--- config.mk ---
export PLATFORM = sky130hd
export DESIGN_NAME = keypad_repeat_combo_detector_top
export DESIGN_NICKNAME = d
export VERILOG_FILES = /design/src/rtl/kprc_pkg.sv /design/src/rtl/kprc_keys.sv /design/src/rtl/kprc_combo.sv /design/src/rtl/keypad_repeat_combo_detector_top.sv
export SDC_FILE = /design/constraint.sdc
export NUM_CORES = 2
export LEC_CHECK = 0
export ABC_AREA = 0
export BUFFER_PORTS_ARGS = -buffer_cell sky130_fd_sc_hd__buf_2
export CELL_PAD_IN_SITES_DETAIL_PLACEMENT = 0
export CELL_PAD_IN_SITES_GLOBAL_PLACEMENT = 1
export CORE_MARGIN = 8
export CORE_UTILIZATION = 40
export DETAILED_ROUTE_END_ITERATION = 8
export HOLD_SLACK_MARGIN = 0.06
export MAX_ROUTING_LAYER = met4
export PLACE_DENSITY = 0.78
export SLEW_MARGIN = 0
export SYNTH_ARGS = -nofsm -noshare
export SYNTH_HDL_FRONTEND = slang
export SYNTH_SLANG_ARGS = --single-unit
--- constraint.sdc ---
create_clock -name clk -period 16.2 [get_ports clk]
set_input_delay 4.86 -clock clk [delete_from_list [all_inputs] [get_ports clk]]
set_output_delay 4.86 -clock clk [all_outputs]
set_load 0.05 [all_outputs]
--- src/rtl/kprc_pkg.sv ---
`default_nettype none
package kprc_pkg;

  localparam int unsigned NUM_KEYS = 6;
  localparam int unsigned CFG_W    = 16;
  localparam int unsigned CFG_AW   = 3;
  localparam int unsigned NUM_REP  = 2;

  localparam int unsigned BTN_UP  = 0;
  localparam int unsigned BTN_DN  = 1;
  localparam int unsigned BTN_LT  = 2;
  localparam int unsigned BTN_RT  = 3;
  localparam int unsigned BTN_SEL = 4;

  typedef enum logic [CFG_AW-1:0] {
    CFG_DEBOUNCE    = 3'd0,
    CFG_REP_START   = 3'd1,
    CFG_REP_SLOW    = 3'd2,
    CFG_REP_FAST_AT = 3'd3,
    CFG_REP_FAST    = 3'd4,
    CFG_SETUP_HOLD  = 3'd5,
    CFG_RESET_HOLD  = 3'd6,
    CFG_UNLOCK_HOLD = 3'd7
  } cfg_idx_t;

  localparam logic [CFG_W-1:0] DEF_DEBOUNCE    = 16'd30;
  localparam logic [CFG_W-1:0] DEF_REP_START   = 16'd600;
  localparam logic [CFG_W-1:0] DEF_REP_SLOW    = 16'd180;
  localparam logic [CFG_W-1:0] DEF_REP_FAST_AT = 16'd2000;
  localparam logic [CFG_W-1:0] DEF_REP_FAST    = 16'd80;
  localparam logic [CFG_W-1:0] DEF_SETUP_HOLD  = 16'd1500;
  localparam logic [CFG_W-1:0] DEF_RESET_HOLD  = 16'd5000;
  localparam logic [CFG_W-1:0] DEF_UNLOCK_HOLD = 16'd5000;

  typedef struct packed {
    logic [CFG_W-1:0] debounce_ms;
    logic [CFG_W-1:0] repeat_start_ms;
    logic [CFG_W-1:0] repeat_slow_ms;
    logic [CFG_W-1:0] repeat_fast_after_ms;
    logic [CFG_W-1:0] repeat_fast_ms;
    logic [CFG_W-1:0] setup_hold_ms;
    logic [CFG_W-1:0] reset_hold_ms;
    logic [CFG_W-1:0] unlock_hold_ms;
  } cfg_t;

  typedef struct packed {
    logic                menu_idle;
    logic                fault_latched;
    logic                battery_warning;
    logic                safe_mode;
    logic [NUM_REP-1:0]  repeat_allowed;
  } flags_t;

  typedef struct packed {
    logic [NUM_KEYS-1:0] events;
    logic                fault_ack;
    logic                battery_ack;
    logic [NUM_KEYS-1:0] stable;
  } key_res_t;

endpackage
`default_nettype wire

--- src/rtl/kprc_keys.sv ---
`default_nettype none
module kprc_keys #(
  parameter int unsigned TIME_BITS = 32
) (
  input  wire logic                          clk,
  input  wire logic                          rst_n,
  input  wire logic                          en,
  input  wire logic [kprc_pkg::NUM_KEYS-1:0] raw,
  input  wire logic [TIME_BITS-1:0]          now,
  input  wire kprc_pkg::flags_t              flags,
  input  wire kprc_pkg::cfg_t                cfg,
  output kprc_pkg::key_res_t                 res
);

  localparam int unsigned NK = kprc_pkg::NUM_KEYS;
  localparam int unsigned NR = kprc_pkg::NUM_REP;

  logic [NK-1:0]        deb_r, deb_nxt;
  logic [NK-1:0]        last_r, last_nxt;
  logic [NK-1:0]        pv_r, pv_nxt;
  logic [TIME_BITS-1:0] rct_r [NK];
  logic [TIME_BITS-1:0] rct_nxt [NK];
  logic [TIME_BITS-1:0] pt_r [NK];
  logic [TIME_BITS-1:0] pt_nxt [NK];
  logic [TIME_BITS-1:0] lrt_r [NR];
  logic [TIME_BITS-1:0] lrt_nxt [NR];
  logic [NR-1:0]        rv_r, rv_nxt;

  logic [NK-1:0]        flip;
  logic [NK-1:0]        ev;
  logic                 fack;
  logic                 back;
  logic                 raw_ud;
  logic [TIME_BITS-1:0] deb_ms;
  logic [TIME_BITS-1:0] start_ms;
  logic [TIME_BITS-1:0] slow_ms;
  logic [TIME_BITS-1:0] fast_at_ms;
  logic [TIME_BITS-1:0] fast_ms;

  assign deb_ms     = TIME_BITS'(cfg.debounce_ms);
  assign start_ms   = TIME_BITS'(cfg.repeat_start_ms);
  assign slow_ms    = TIME_BITS'(cfg.repeat_slow_ms);
  assign fast_at_ms = TIME_BITS'(cfg.repeat_fast_after_ms);
  assign fast_ms    = TIME_BITS'(cfg.repeat_fast_ms);
  assign raw_ud     = raw[kprc_pkg::BTN_UP] & raw[kprc_pkg::BTN_DN];

  always_comb begin
    logic                 dbk_en;
    logic [TIME_BITS-1:0] held;
    logic [TIME_BITS-1:0] interval;
    deb_nxt  = deb_r;
    last_nxt = last_r;
    pv_nxt   = pv_r;
    rct_nxt  = rct_r;
    pt_nxt   = pt_r;
    lrt_nxt  = lrt_r;
    rv_nxt   = rv_r;
    flip     = '0;
    ev       = '0;
    fack     = 1'b0;
    back     = 1'b0;
    held     = '0;
    interval = '0;
    dbk_en   = 1'b0;
    for (int k = 0; k < NK; k++) begin
      dbk_en = !flags.safe_mode || (k == kprc_pkg::BTN_SEL);
      if (dbk_en) begin
        if (raw[k] != last_r[k]) begin
          last_nxt[k] = raw[k];
          rct_nxt[k]  = now;
        end
        if ((raw[k] != deb_r[k]) && ((now - rct_nxt[k]) >= deb_ms)) begin
          deb_nxt[k] = raw[k];
          flip[k]    = 1'b1;
        end
      end
      if (!flags.safe_mode && flip[k]) begin
        if (deb_nxt[k]) begin
          pt_nxt[k] = now;
          pv_nxt[k] = 1'b1;
          if (k < NR) begin
            rv_nxt[k] = 1'b0;
          end
          if (!((k < NR) && raw_ud)) begin
            if ((k == kprc_pkg::BTN_SEL) && flags.fault_latched) begin
              fack = 1'b1;
            end else if ((k == kprc_pkg::BTN_SEL) && flags.battery_warning) begin
              back = 1'b1;
            end else begin
              ev[k] = 1'b1;
            end
          end
        end else begin
          pv_nxt[k] = 1'b0;
          if (k < NR) begin
            rv_nxt[k] = 1'b0;
          end
        end
      end
    end
    for (int k = 0; k < NR; k++) begin
      held     = now - pt_nxt[k];
      interval = (held >= fast_at_ms) ? fast_ms : slow_ms;
      if (!flags.safe_mode && flags.repeat_allowed[k] && !raw_ud && deb_nxt[k] && pv_nxt[k]
          && (held >= start_ms)
          && !(rv_nxt[k] && ((now - lrt_nxt[k]) < interval))) begin
        lrt_nxt[k] = now;
        rv_nxt[k]  = 1'b1;
        ev[k]      = 1'b1;
      end
    end
  end

  always_ff @(posedge clk) begin
    if (!rst_n) begin
      deb_r  <= '0;
      last_r <= '0;
      pv_r   <= '0;
      rv_r   <= '0;
      for (int k = 0; k < NK; k++) begin
        rct_r[k] <= '0;
        pt_r[k]  <= '0;
      end
      for (int k = 0; k < NR; k++) begin
        lrt_r[k] <= '0;
      end
    end else if (en) begin
      deb_r  <= deb_nxt;
      last_r <= last_nxt;
      pv_r   <= pv_nxt;
      rv_r   <= rv_nxt;
      rct_r  <= rct_nxt;
      pt_r   <= pt_nxt;
      lrt_r  <= lrt_nxt;
    end
  end

  assign res = '{events: ev, fault_ack: fack, battery_ack: back, stable: deb_nxt};

endmodule
`default_nettype wire

--- src/rtl/kprc_combo.sv ---
`default_nettype none
module kprc_combo #(
  parameter int unsigned TIME_BITS = 32
) (
  input  wire logic                         clk,
  input  wire logic                         rst_n,
  input  wire logic                         en,
  input  wire logic                         held,
  input  wire logic [TIME_BITS-1:0]         now,
  input  wire logic [kprc_pkg::CFG_W-1:0]   hold_ms,
  output logic                              fire
);

  logic                 active_r, active_nxt;
  logic                 done_r, done_nxt;
  logic [TIME_BITS-1:0] start_r, start_nxt;
  logic                 elapsed;

  assign elapsed = (now - start_r) >= TIME_BITS'(hold_ms);
  assign fire    = en && held && active_r && !done_r && elapsed;

  always_comb begin
    active_nxt = active_r;
    done_nxt   = done_r;
    start_nxt  = start_r;
    if (!held) begin
      active_nxt = 1'b0;
      done_nxt   = 1'b0;
    end else if (!active_r) begin
      active_nxt = 1'b1;
      done_nxt   = 1'b0;
      start_nxt  = now;
    end else if (elapsed) begin
      done_nxt   = 1'b1;
    end
  end

  always_ff @(posedge clk) begin
    if (!rst_n) begin
      active_r <= 1'b0;
      done_r   <= 1'b0;
      start_r  <= '0;
    end else if (en) begin
      active_r <= active_nxt;
      done_r   <= done_nxt;
      start_r  <= start_nxt;
    end
  end

endmodule
`default_nettype wire

--- src/rtl/keypad_repeat_combo_detector_top.sv ---
`default_nettype none
// Keypad debounce, auto-repeat and long-press combination detector.
// Each transaction passes an input register, then a result register; per-key work is
// one combinational pass. One transaction per cycle unless out_ready stalls the output.
// Reset (rst_n low, synchronous): key state, combo state and both stages cleared,
// configuration registers return to their default values.
module keypad_repeat_combo_detector_top #(
  parameter int unsigned TIME_BITS = 32
) (
  input  wire logic                           clk,
  input  wire logic                           rst_n,
  input  wire logic                           in_valid,
  output logic                                in_ready,
  input  wire logic [5:0]                     in_raw_keys,
  input  wire logic [31:0]                    in_now_ms,
  input  wire logic [1:0]                     in_repeat_allowed,
  input  wire logic                           in_menu_idle,
  input  wire logic                           in_fault_latched,
  input  wire logic                           in_battery_warning,
  input  wire logic                           in_safe_mode,
  output logic                                out_valid,
  input  wire logic                           out_ready,
  output logic [5:0]                          out_menu_key_events,
  output logic                                out_fault_ack,
  output logic                                out_battery_ack,
  output logic                                out_setup_request,
  output logic                                out_reset_request,
  output logic                                out_unlock_request,
  output logic [5:0]                          out_stable_keys,
  input  wire logic                           cfg_we,
  input  wire logic [kprc_pkg::CFG_AW-1:0]    cfg_addr,
  input  wire logic [kprc_pkg::CFG_W-1:0]     cfg_wdata
);

  kprc_pkg::cfg_t                    cfg_r;
  logic                              s1_valid_r;
  logic [kprc_pkg::NUM_KEYS-1:0]     s1_raw_r;
  logic [TIME_BITS-1:0]              s1_now_r;
  kprc_pkg::flags_t                  s1_flags_r;
  logic                              s1_adv;
  logic                              out_valid_r;
  kprc_pkg::key_res_t                out_res_r;
  logic                              out_setup_r;
  logic                              out_reset_r;
  logic                              out_unlock_r;
  kprc_pkg::key_res_t                key_res;
  logic                              setup_fire;
  logic                              reset_fire;
  logic                              unlock_fire;
  logic                              norm_en;
  logic                              safe_en;

  always_ff @(posedge clk) begin
    if (!rst_n) begin
      cfg_r.debounce_ms          <= kprc_pkg::DEF_DEBOUNCE;
      cfg_r.repeat_start_ms      <= kprc_pkg::DEF_REP_START;
      cfg_r.repeat_slow_ms       <= kprc_pkg::DEF_REP_SLOW;
      cfg_r.repeat_fast_after_ms <= kprc_pkg::DEF_REP_FAST_AT;
      cfg_r.repeat_fast_ms       <= kprc_pkg::DEF_REP_FAST;
      cfg_r.setup_hold_ms        <= kprc_pkg::DEF_SETUP_HOLD;
      cfg_r.reset_hold_ms        <= kprc_pkg::DEF_RESET_HOLD;
      cfg_r.unlock_hold_ms       <= kprc_pkg::DEF_UNLOCK_HOLD;
    end else if (cfg_we) begin
      case (kprc_pkg::cfg_idx_t'(cfg_addr))
        kprc_pkg::CFG_DEBOUNCE:    cfg_r.debounce_ms          <= cfg_wdata;
        kprc_pkg::CFG_REP_START:   cfg_r.repeat_start_ms      <= cfg_wdata;
        kprc_pkg::CFG_REP_SLOW:    cfg_r.repeat_slow_ms       <= cfg_wdata;
        kprc_pkg::CFG_REP_FAST_AT: cfg_r.repeat_fast_after_ms <= cfg_wdata;
        kprc_pkg::CFG_REP_FAST:    cfg_r.repeat_fast_ms       <= cfg_wdata;
        kprc_pkg::CFG_SETUP_HOLD:  cfg_r.setup_hold_ms        <= cfg_wdata;
        kprc_pkg::CFG_RESET_HOLD:  cfg_r.reset_hold_ms        <= cfg_wdata;
        kprc_pkg::CFG_UNLOCK_HOLD: cfg_r.unlock_hold_ms       <= cfg_wdata;
        default: ;
      endcase
    end
  end

  // advance stage 1 into the result register when it is empty or being drained
  assign s1_adv   = s1_valid_r && (!out_valid_r || out_ready);
  assign in_ready = !s1_valid_r || s1_adv;

  always_ff @(posedge clk) begin
    if (!rst_n) begin
      s1_valid_r <= 1'b0;
    end else if (in_ready) begin
      s1_valid_r <= in_valid;
    end
  end

  always_ff @(posedge clk) begin
    if (in_valid && in_ready) begin
      s1_raw_r                   <= in_raw_keys;
      s1_now_r                   <= in_now_ms[TIME_BITS-1:0];
      s1_flags_r.menu_idle       <= in_menu_idle;
      s1_flags_r.fault_latched   <= in_fault_latched;
      s1_flags_r.battery_warning <= in_battery_warning;
      s1_flags_r.safe_mode       <= in_safe_mode;
      s1_flags_r.repeat_allowed  <= in_repeat_allowed;
    end
  end

  assign norm_en = s1_adv && !s1_flags_r.safe_mode;
  assign safe_en = s1_adv && s1_flags_r.safe_mode;

  kprc_keys #(.TIME_BITS(TIME_BITS)) u_keys (
    .clk   (clk),
    .rst_n (rst_n),
    .en    (s1_adv),
    .raw   (s1_raw_r),
    .now   (s1_now_r),
    .flags (s1_flags_r),
    .cfg   (cfg_r),
    .res   (key_res)
  );

  kprc_combo #(.TIME_BITS(TIME_BITS)) u_setup (
    .clk     (clk),
    .rst_n   (rst_n),
    .en      (norm_en),
    .held    (s1_flags_r.menu_idle && key_res.stable[kprc_pkg::BTN_LT]
              && key_res.stable[kprc_pkg::BTN_RT]),
    .now     (s1_now_r),
    .hold_ms (cfg_r.setup_hold_ms),
    .fire    (setup_fire)
  );

  kprc_combo #(.TIME_BITS(TIME_BITS)) u_reset (
    .clk     (clk),
    .rst_n   (rst_n),
    .en      (norm_en),
    .held    (key_res.stable[kprc_pkg::BTN_UP] && key_res.stable[kprc_pkg::BTN_DN]),
    .now     (s1_now_r),
    .hold_ms (cfg_r.reset_hold_ms),
    .fire    (reset_fire)
  );

  kprc_combo #(.TIME_BITS(TIME_BITS)) u_unlock (
    .clk     (clk),
    .rst_n   (rst_n),
    .en      (safe_en),
    .held    (key_res.stable[kprc_pkg::BTN_SEL]),
    .now     (s1_now_r),
    .hold_ms (cfg_r.unlock_hold_ms),
    .fire    (unlock_fire)
  );

  always_ff @(posedge clk) begin
    if (!rst_n) begin
      out_valid_r <= 1'b0;
    end else if (s1_adv) begin
      out_valid_r <= 1'b1;
    end else if (out_ready) begin
      out_valid_r <= 1'b0;
    end
  end

  always_ff @(posedge clk) begin
    if (s1_adv) begin
      out_res_r    <= key_res;
      out_setup_r  <= setup_fire;
      out_reset_r  <= reset_fire;
      out_unlock_r <= unlock_fire;
    end
  end

  assign out_valid           = out_valid_r;
  assign out_menu_key_events = out_res_r.events;
  assign out_fault_ack       = out_res_r.fault_ack;
  assign out_battery_ack     = out_res_r.battery_ack;
  assign out_setup_request   = out_setup_r;
  assign out_reset_request   = out_reset_r;
  assign out_unlock_request  = out_unlock_r;
  assign out_stable_keys     = out_res_r.stable;

`ifndef SYNTHESIS
  a_ack_excl: assert property (@(posedge clk) disable iff (!rst_n)
    out_valid_r |-> !(out_fault_ack && out_battery_ack))
    else $error("fault and battery acknowledged together");

  a_sel_event_excl: assert property (@(posedge clk) disable iff (!rst_n)
    out_valid_r |-> !(out_menu_key_events[kprc_pkg::BTN_SEL]
                      && (out_fault_ack || out_battery_ack)))
    else $error("select event issued alongside an acknowledge");

  a_mode_excl: assert property (@(posedge clk) disable iff (!rst_n)
    out_valid_r |-> !(out_unlock_request && (out_setup_request || out_reset_request)))
    else $error("safe-mode unlock mixed with normal-mode requests");

  a_adv_fills_out: assert property (@(posedge clk) disable iff (!rst_n)
    s1_adv |=> out_valid_r)
    else $error("advanced transaction missing from result register");

  a_s1_hold: assert property (@(posedge clk) disable iff (!rst_n)
    (s1_valid_r && !s1_adv) |=> (s1_valid_r && $stable(s1_now_r)))
    else $error("stalled stage 1 transaction lost");
`endif

endmodule
`default_nettype wire
==> qor_table.md <==
| Quantity | Value |
|:---|:---|
| Count of non-filler cells in the finished layout | 8430 |
| Vias per std cell | 5.70 |
| Maximum cell stage delay along the critical path | 0.82 ns |
| Critical Path Source Type | flop |
| Clock tree from TritonCTS | yes |
| Fmax | 66.5 MHz |
| Residual DRC | 0 |
| Synthesized netlist net count | 7363 |
| Final hold slack | 0.455 ns |
| Instance area after placement | 55000 sq um |
| # placed instances | 8279 |
| Die extent in y | 380 microns |
| Detail Placement HPWL | 126000 microns |
| Most frequent standard cell in the layout excluding fill and tap cells | nand2_1 |
| Clock skew after layout | 0.0328 ns |
| CTS Hold Bufs | 0 |
| Ports placed on the boundary | 87 |
| Number of buffers on the longest clock path | 3 |
| Total of buffers placed on input and output ports | 86 |
| Slew margin rel. | 18.1% |
| Data arrival time at the worst-slack endpoint | 15.57 ns |
| Combined area of all synthesized cells | 53000 sq um |
| Number of placement rows | 133 |
| Initial antenna violation count | 17 |
| Final weighted congestion of routability-driven global placement | 0.932 |
| Drt first pass iters | 6 |
| Proportion of netlist area held by the largest area contributor | 21.5% |
| Worst Tran Pin Value | 1.22 ns |
| Average cell area after synthesis | 7.94 sq um |
| Min Clock Period, post-route | 15.04 ns |
| Met3 routing resource usage after global routing | 3.15% |
| Cell count after synthesis | 6673 |
| Unrepaired setup endpoints after global routing | false |
| Max VDD drop | 0.0000783 V |
| Max_cap viols | 0 |
| Wire length of the first global-routing pass | 265000 microns |
| Fraction of final layout cells sized beyond drive strength 1 | 5.85% |
| Depth of the CTS H-tree | 3 |
| Global routing's busiest layer | met2 |
| Most common flop cell mapped by yosys | dfxtp_1 |
| Worst Path Required | 16.73 ns |
| Area of combinational cells with multiple inputs | 36900 sq um |
| Chip Width | 380 microns |
| Cell type contributing the most total cell area after synthesis | dfxtp_1 |
| Async S/R FF share, synth | 0% |
| Post-detailed-routing wire length | 172000 microns |
| Max stage delay cell, worst path | nor4_4 |
| Top library cells by usage in the layout, fill and taps aside | nand2_1 (1031), ha_1 (613), dfxtp_1 (568) |
| Total Die Area | 144000 sq um |
| Critical Path End Type | flop |
| Number of storage elements in the synthesis netlist | 629 |
| Root cell of the clock tree | clkbuf_16 |
| Largest net degree at the start of global routing | 185 |
| Detail Route Antenna Nets | 0 |
| Count of unique library cells instantiated by Yosys | 116 |
| Clock transition at the registers of the reported paths | 0.06 ns |
| Number of synthesized flops with an enable pin | 61 |
| Run status | finished clean |
| Count of warnings emitted by yosys | 0 |
| Setup violations, final | 0 |
| Number of filler cells placed in the layout | 13300 |
| Area growth from synthesis to final layout | 8.91% |
| Average wire per cell in the routed design | 20.4 microns |
| Via count of the first global-routing pass | 44900 |
| Initial DRC Count | 3434 |
| Type of the worst setup path | reg2reg |
| Initial cell density of the core | 40.3% |
| Area occupied by registers | 13200 sq um |
| Ratio of final minimum period to clock period | 92.9% |
| Clock sink count | 629 |
| Placeable core region | 131000 sq um |
| Gates resized, CTS repair | 0 |
| Overflow left after global routing | 0 |
| Total setup buffers inserted after CTS | 0 |
| Top fanout value on the critical path | 45 |
| Total negative setup slack | 0 ns |
| Post-route cell area | 57700 sq um |
| Static power due to leakage | 25.3 nW |
| Met2 Usage GRT | 36.1% |
| Clock buffer count from CTS | 77 |
| Vias | 48000 |
| Number of hold-slack violations in the final timing report | 0 |
| Nets@finish | 7293 |
| Number of max-slew violations in the final report | 0 |
| Sequential fraction of the synthesis area | 24.9% |
| Path class of the lowest-slack min-delay path | reg2reg |
| Met1 Use GR | 31.7% |
| Insertion delay to the later sink of the worst-skew pair | 0.70 ns |
| Leading cell types by total area after synthesis | dfxtp_1 (21%), ha_1 (14%), nand2_1 (7.3%) |
| GRT Total Usage | 23.3% |
| Power per cell area | 90.4 nW/um^2 |
## layer usage
| metal | vias to the layer above | wire [microns] |
|---|---|---|
| li1 | 23700 | - |
| met1 | 23000 | 82700 |
| met2 | 1097 | 75500 |
| met3 | 236 | 9010 |
| met4 | 0 | 5090 |
| met5 | - | 0 |
## sequential cells by signal, summed over array words and instances, names as in the netlist, 32 cells and up
| register | count |
|---|---|
| u_unlock.start_r | 32 |
| s1_now_r | 32 |
| u_keys.rct_r | 192 |
| u_keys.lrt_r | 64 |
| cfg_r | 128 |
| u_keys.pt_r | 64 |
| u_reset.start_r | 32 |
| u_setup.start_r | 32 |
## cells by family after synthesis
logic type / count (synthesis) / share of synthesized area [%]
XOR/XNOR: 258 / 4.32
buffers and inverters: 745 / 5.61
AND/OR/NAND/NOR: 2152 / 18.3
multiplexers: 363 / 6.88
AO/OA/AOI/OAI: 1890 / 24.9
flip-flops: 629 / 24.9
adder cells (fa/ha/maj): 636 / 15.1
## through the flow
| stage | utilization, % | setup WS [ns] | power, mW |
|---|---|---|---|
| finish | 43.9 | 1.16 | 5.21 |
| global route | 43.9 | 0.0427 | 5.51 |
| CTS | 43.9 | 1.27 | 5.24 |
| detailed placement | 41.8 | 1.40 | 3.35 |
| global placement | 41.8 | 1.44 | 3.34 |
| floorplan | - | 2.33 | 2.93 |
## power breakdown
| part | switching [mW] | internal, mW |
|---|---|---|
| Sequential | 0.0453 | 1.63 |
| Clock | 0.774 | 1.09 |
| Combinational | 1.01 | 0.663 |
## layout make-up
| cell class | count | share of cell area, % |
|---|---|---|
| Clock inverter | 41 | 0.959 |
| Sequential cell | 629 | 22.9 |
| Inverter | 429 | 2.80 |
| Tap cell | 1755 | 3.81 |
| Clock buffer | 100 | 3.66 |
| Timing Repair Buffer | 167 | 1.88 |
| Antenna cell | 10 | 0.0434 |
| Multi-Input combinational cell | 5299 | 64.0 |
## worst paths after layout
| kind | from | endpoint | slack, ns | cells after the start |
|---|---|---|---|---|
| max | s1_raw_r[0] | u_keys.lrt_r[41] | 1.16 | 60 |
| min | u_setup.start_r[26] | u_setup.start_r[26] | 0.45 | 2 |
| max reg2reg | s1_raw_r[0] | u_keys.lrt_r[41] | 1.16 | 60 |
| min reg2reg | u_setup.start_r[26] | u_setup.start_r[26] | 0.45 | 2 |
## cell usage after synthesis, types with 18 or more instances
cell and instances:
o22ai_1 25, ha_1 613, xor2_1 93, buf_4 21
a21oi_1 446, xnor2_1 161, nand2b_1 120, nor3_1 105
clkbuf_1 241, a211oi_1 36, a21o_1 175, o2111ai_1 19
o21bai_1 40, edfxtp_1 61, nor2b_1 108, o211ai_1 59
and2_1 26, nand4_1 46, inv_1 423, mux2i_1 355
and3_1 31, o211a_1 215, a2111oi_0 23, nand2_1 1032
nor4_1 20, or3_1 27, o31ai_1 27, o21ai_0 304
a31oi_1 56, o21a_1 62, nor2_1 436, buf_2 18
buf_1 27, dfxtp_1 568, a21boi_0 222, nand3_1 111
## critical path: cells and delay by family (launching register included)
kind | cells | cell delay [ns]
compound gates | 32 | 6.65
simple gates | 17 | 4.33
fa+ha+maj | 5 | 1.41
buf+inv | 2 | 1.03
flops | 1 | 0.56
mux | 2 | 0.49
xor+xnor | 2 | 0.37
No activity file was read; power rests on OpenSTA's default activity.
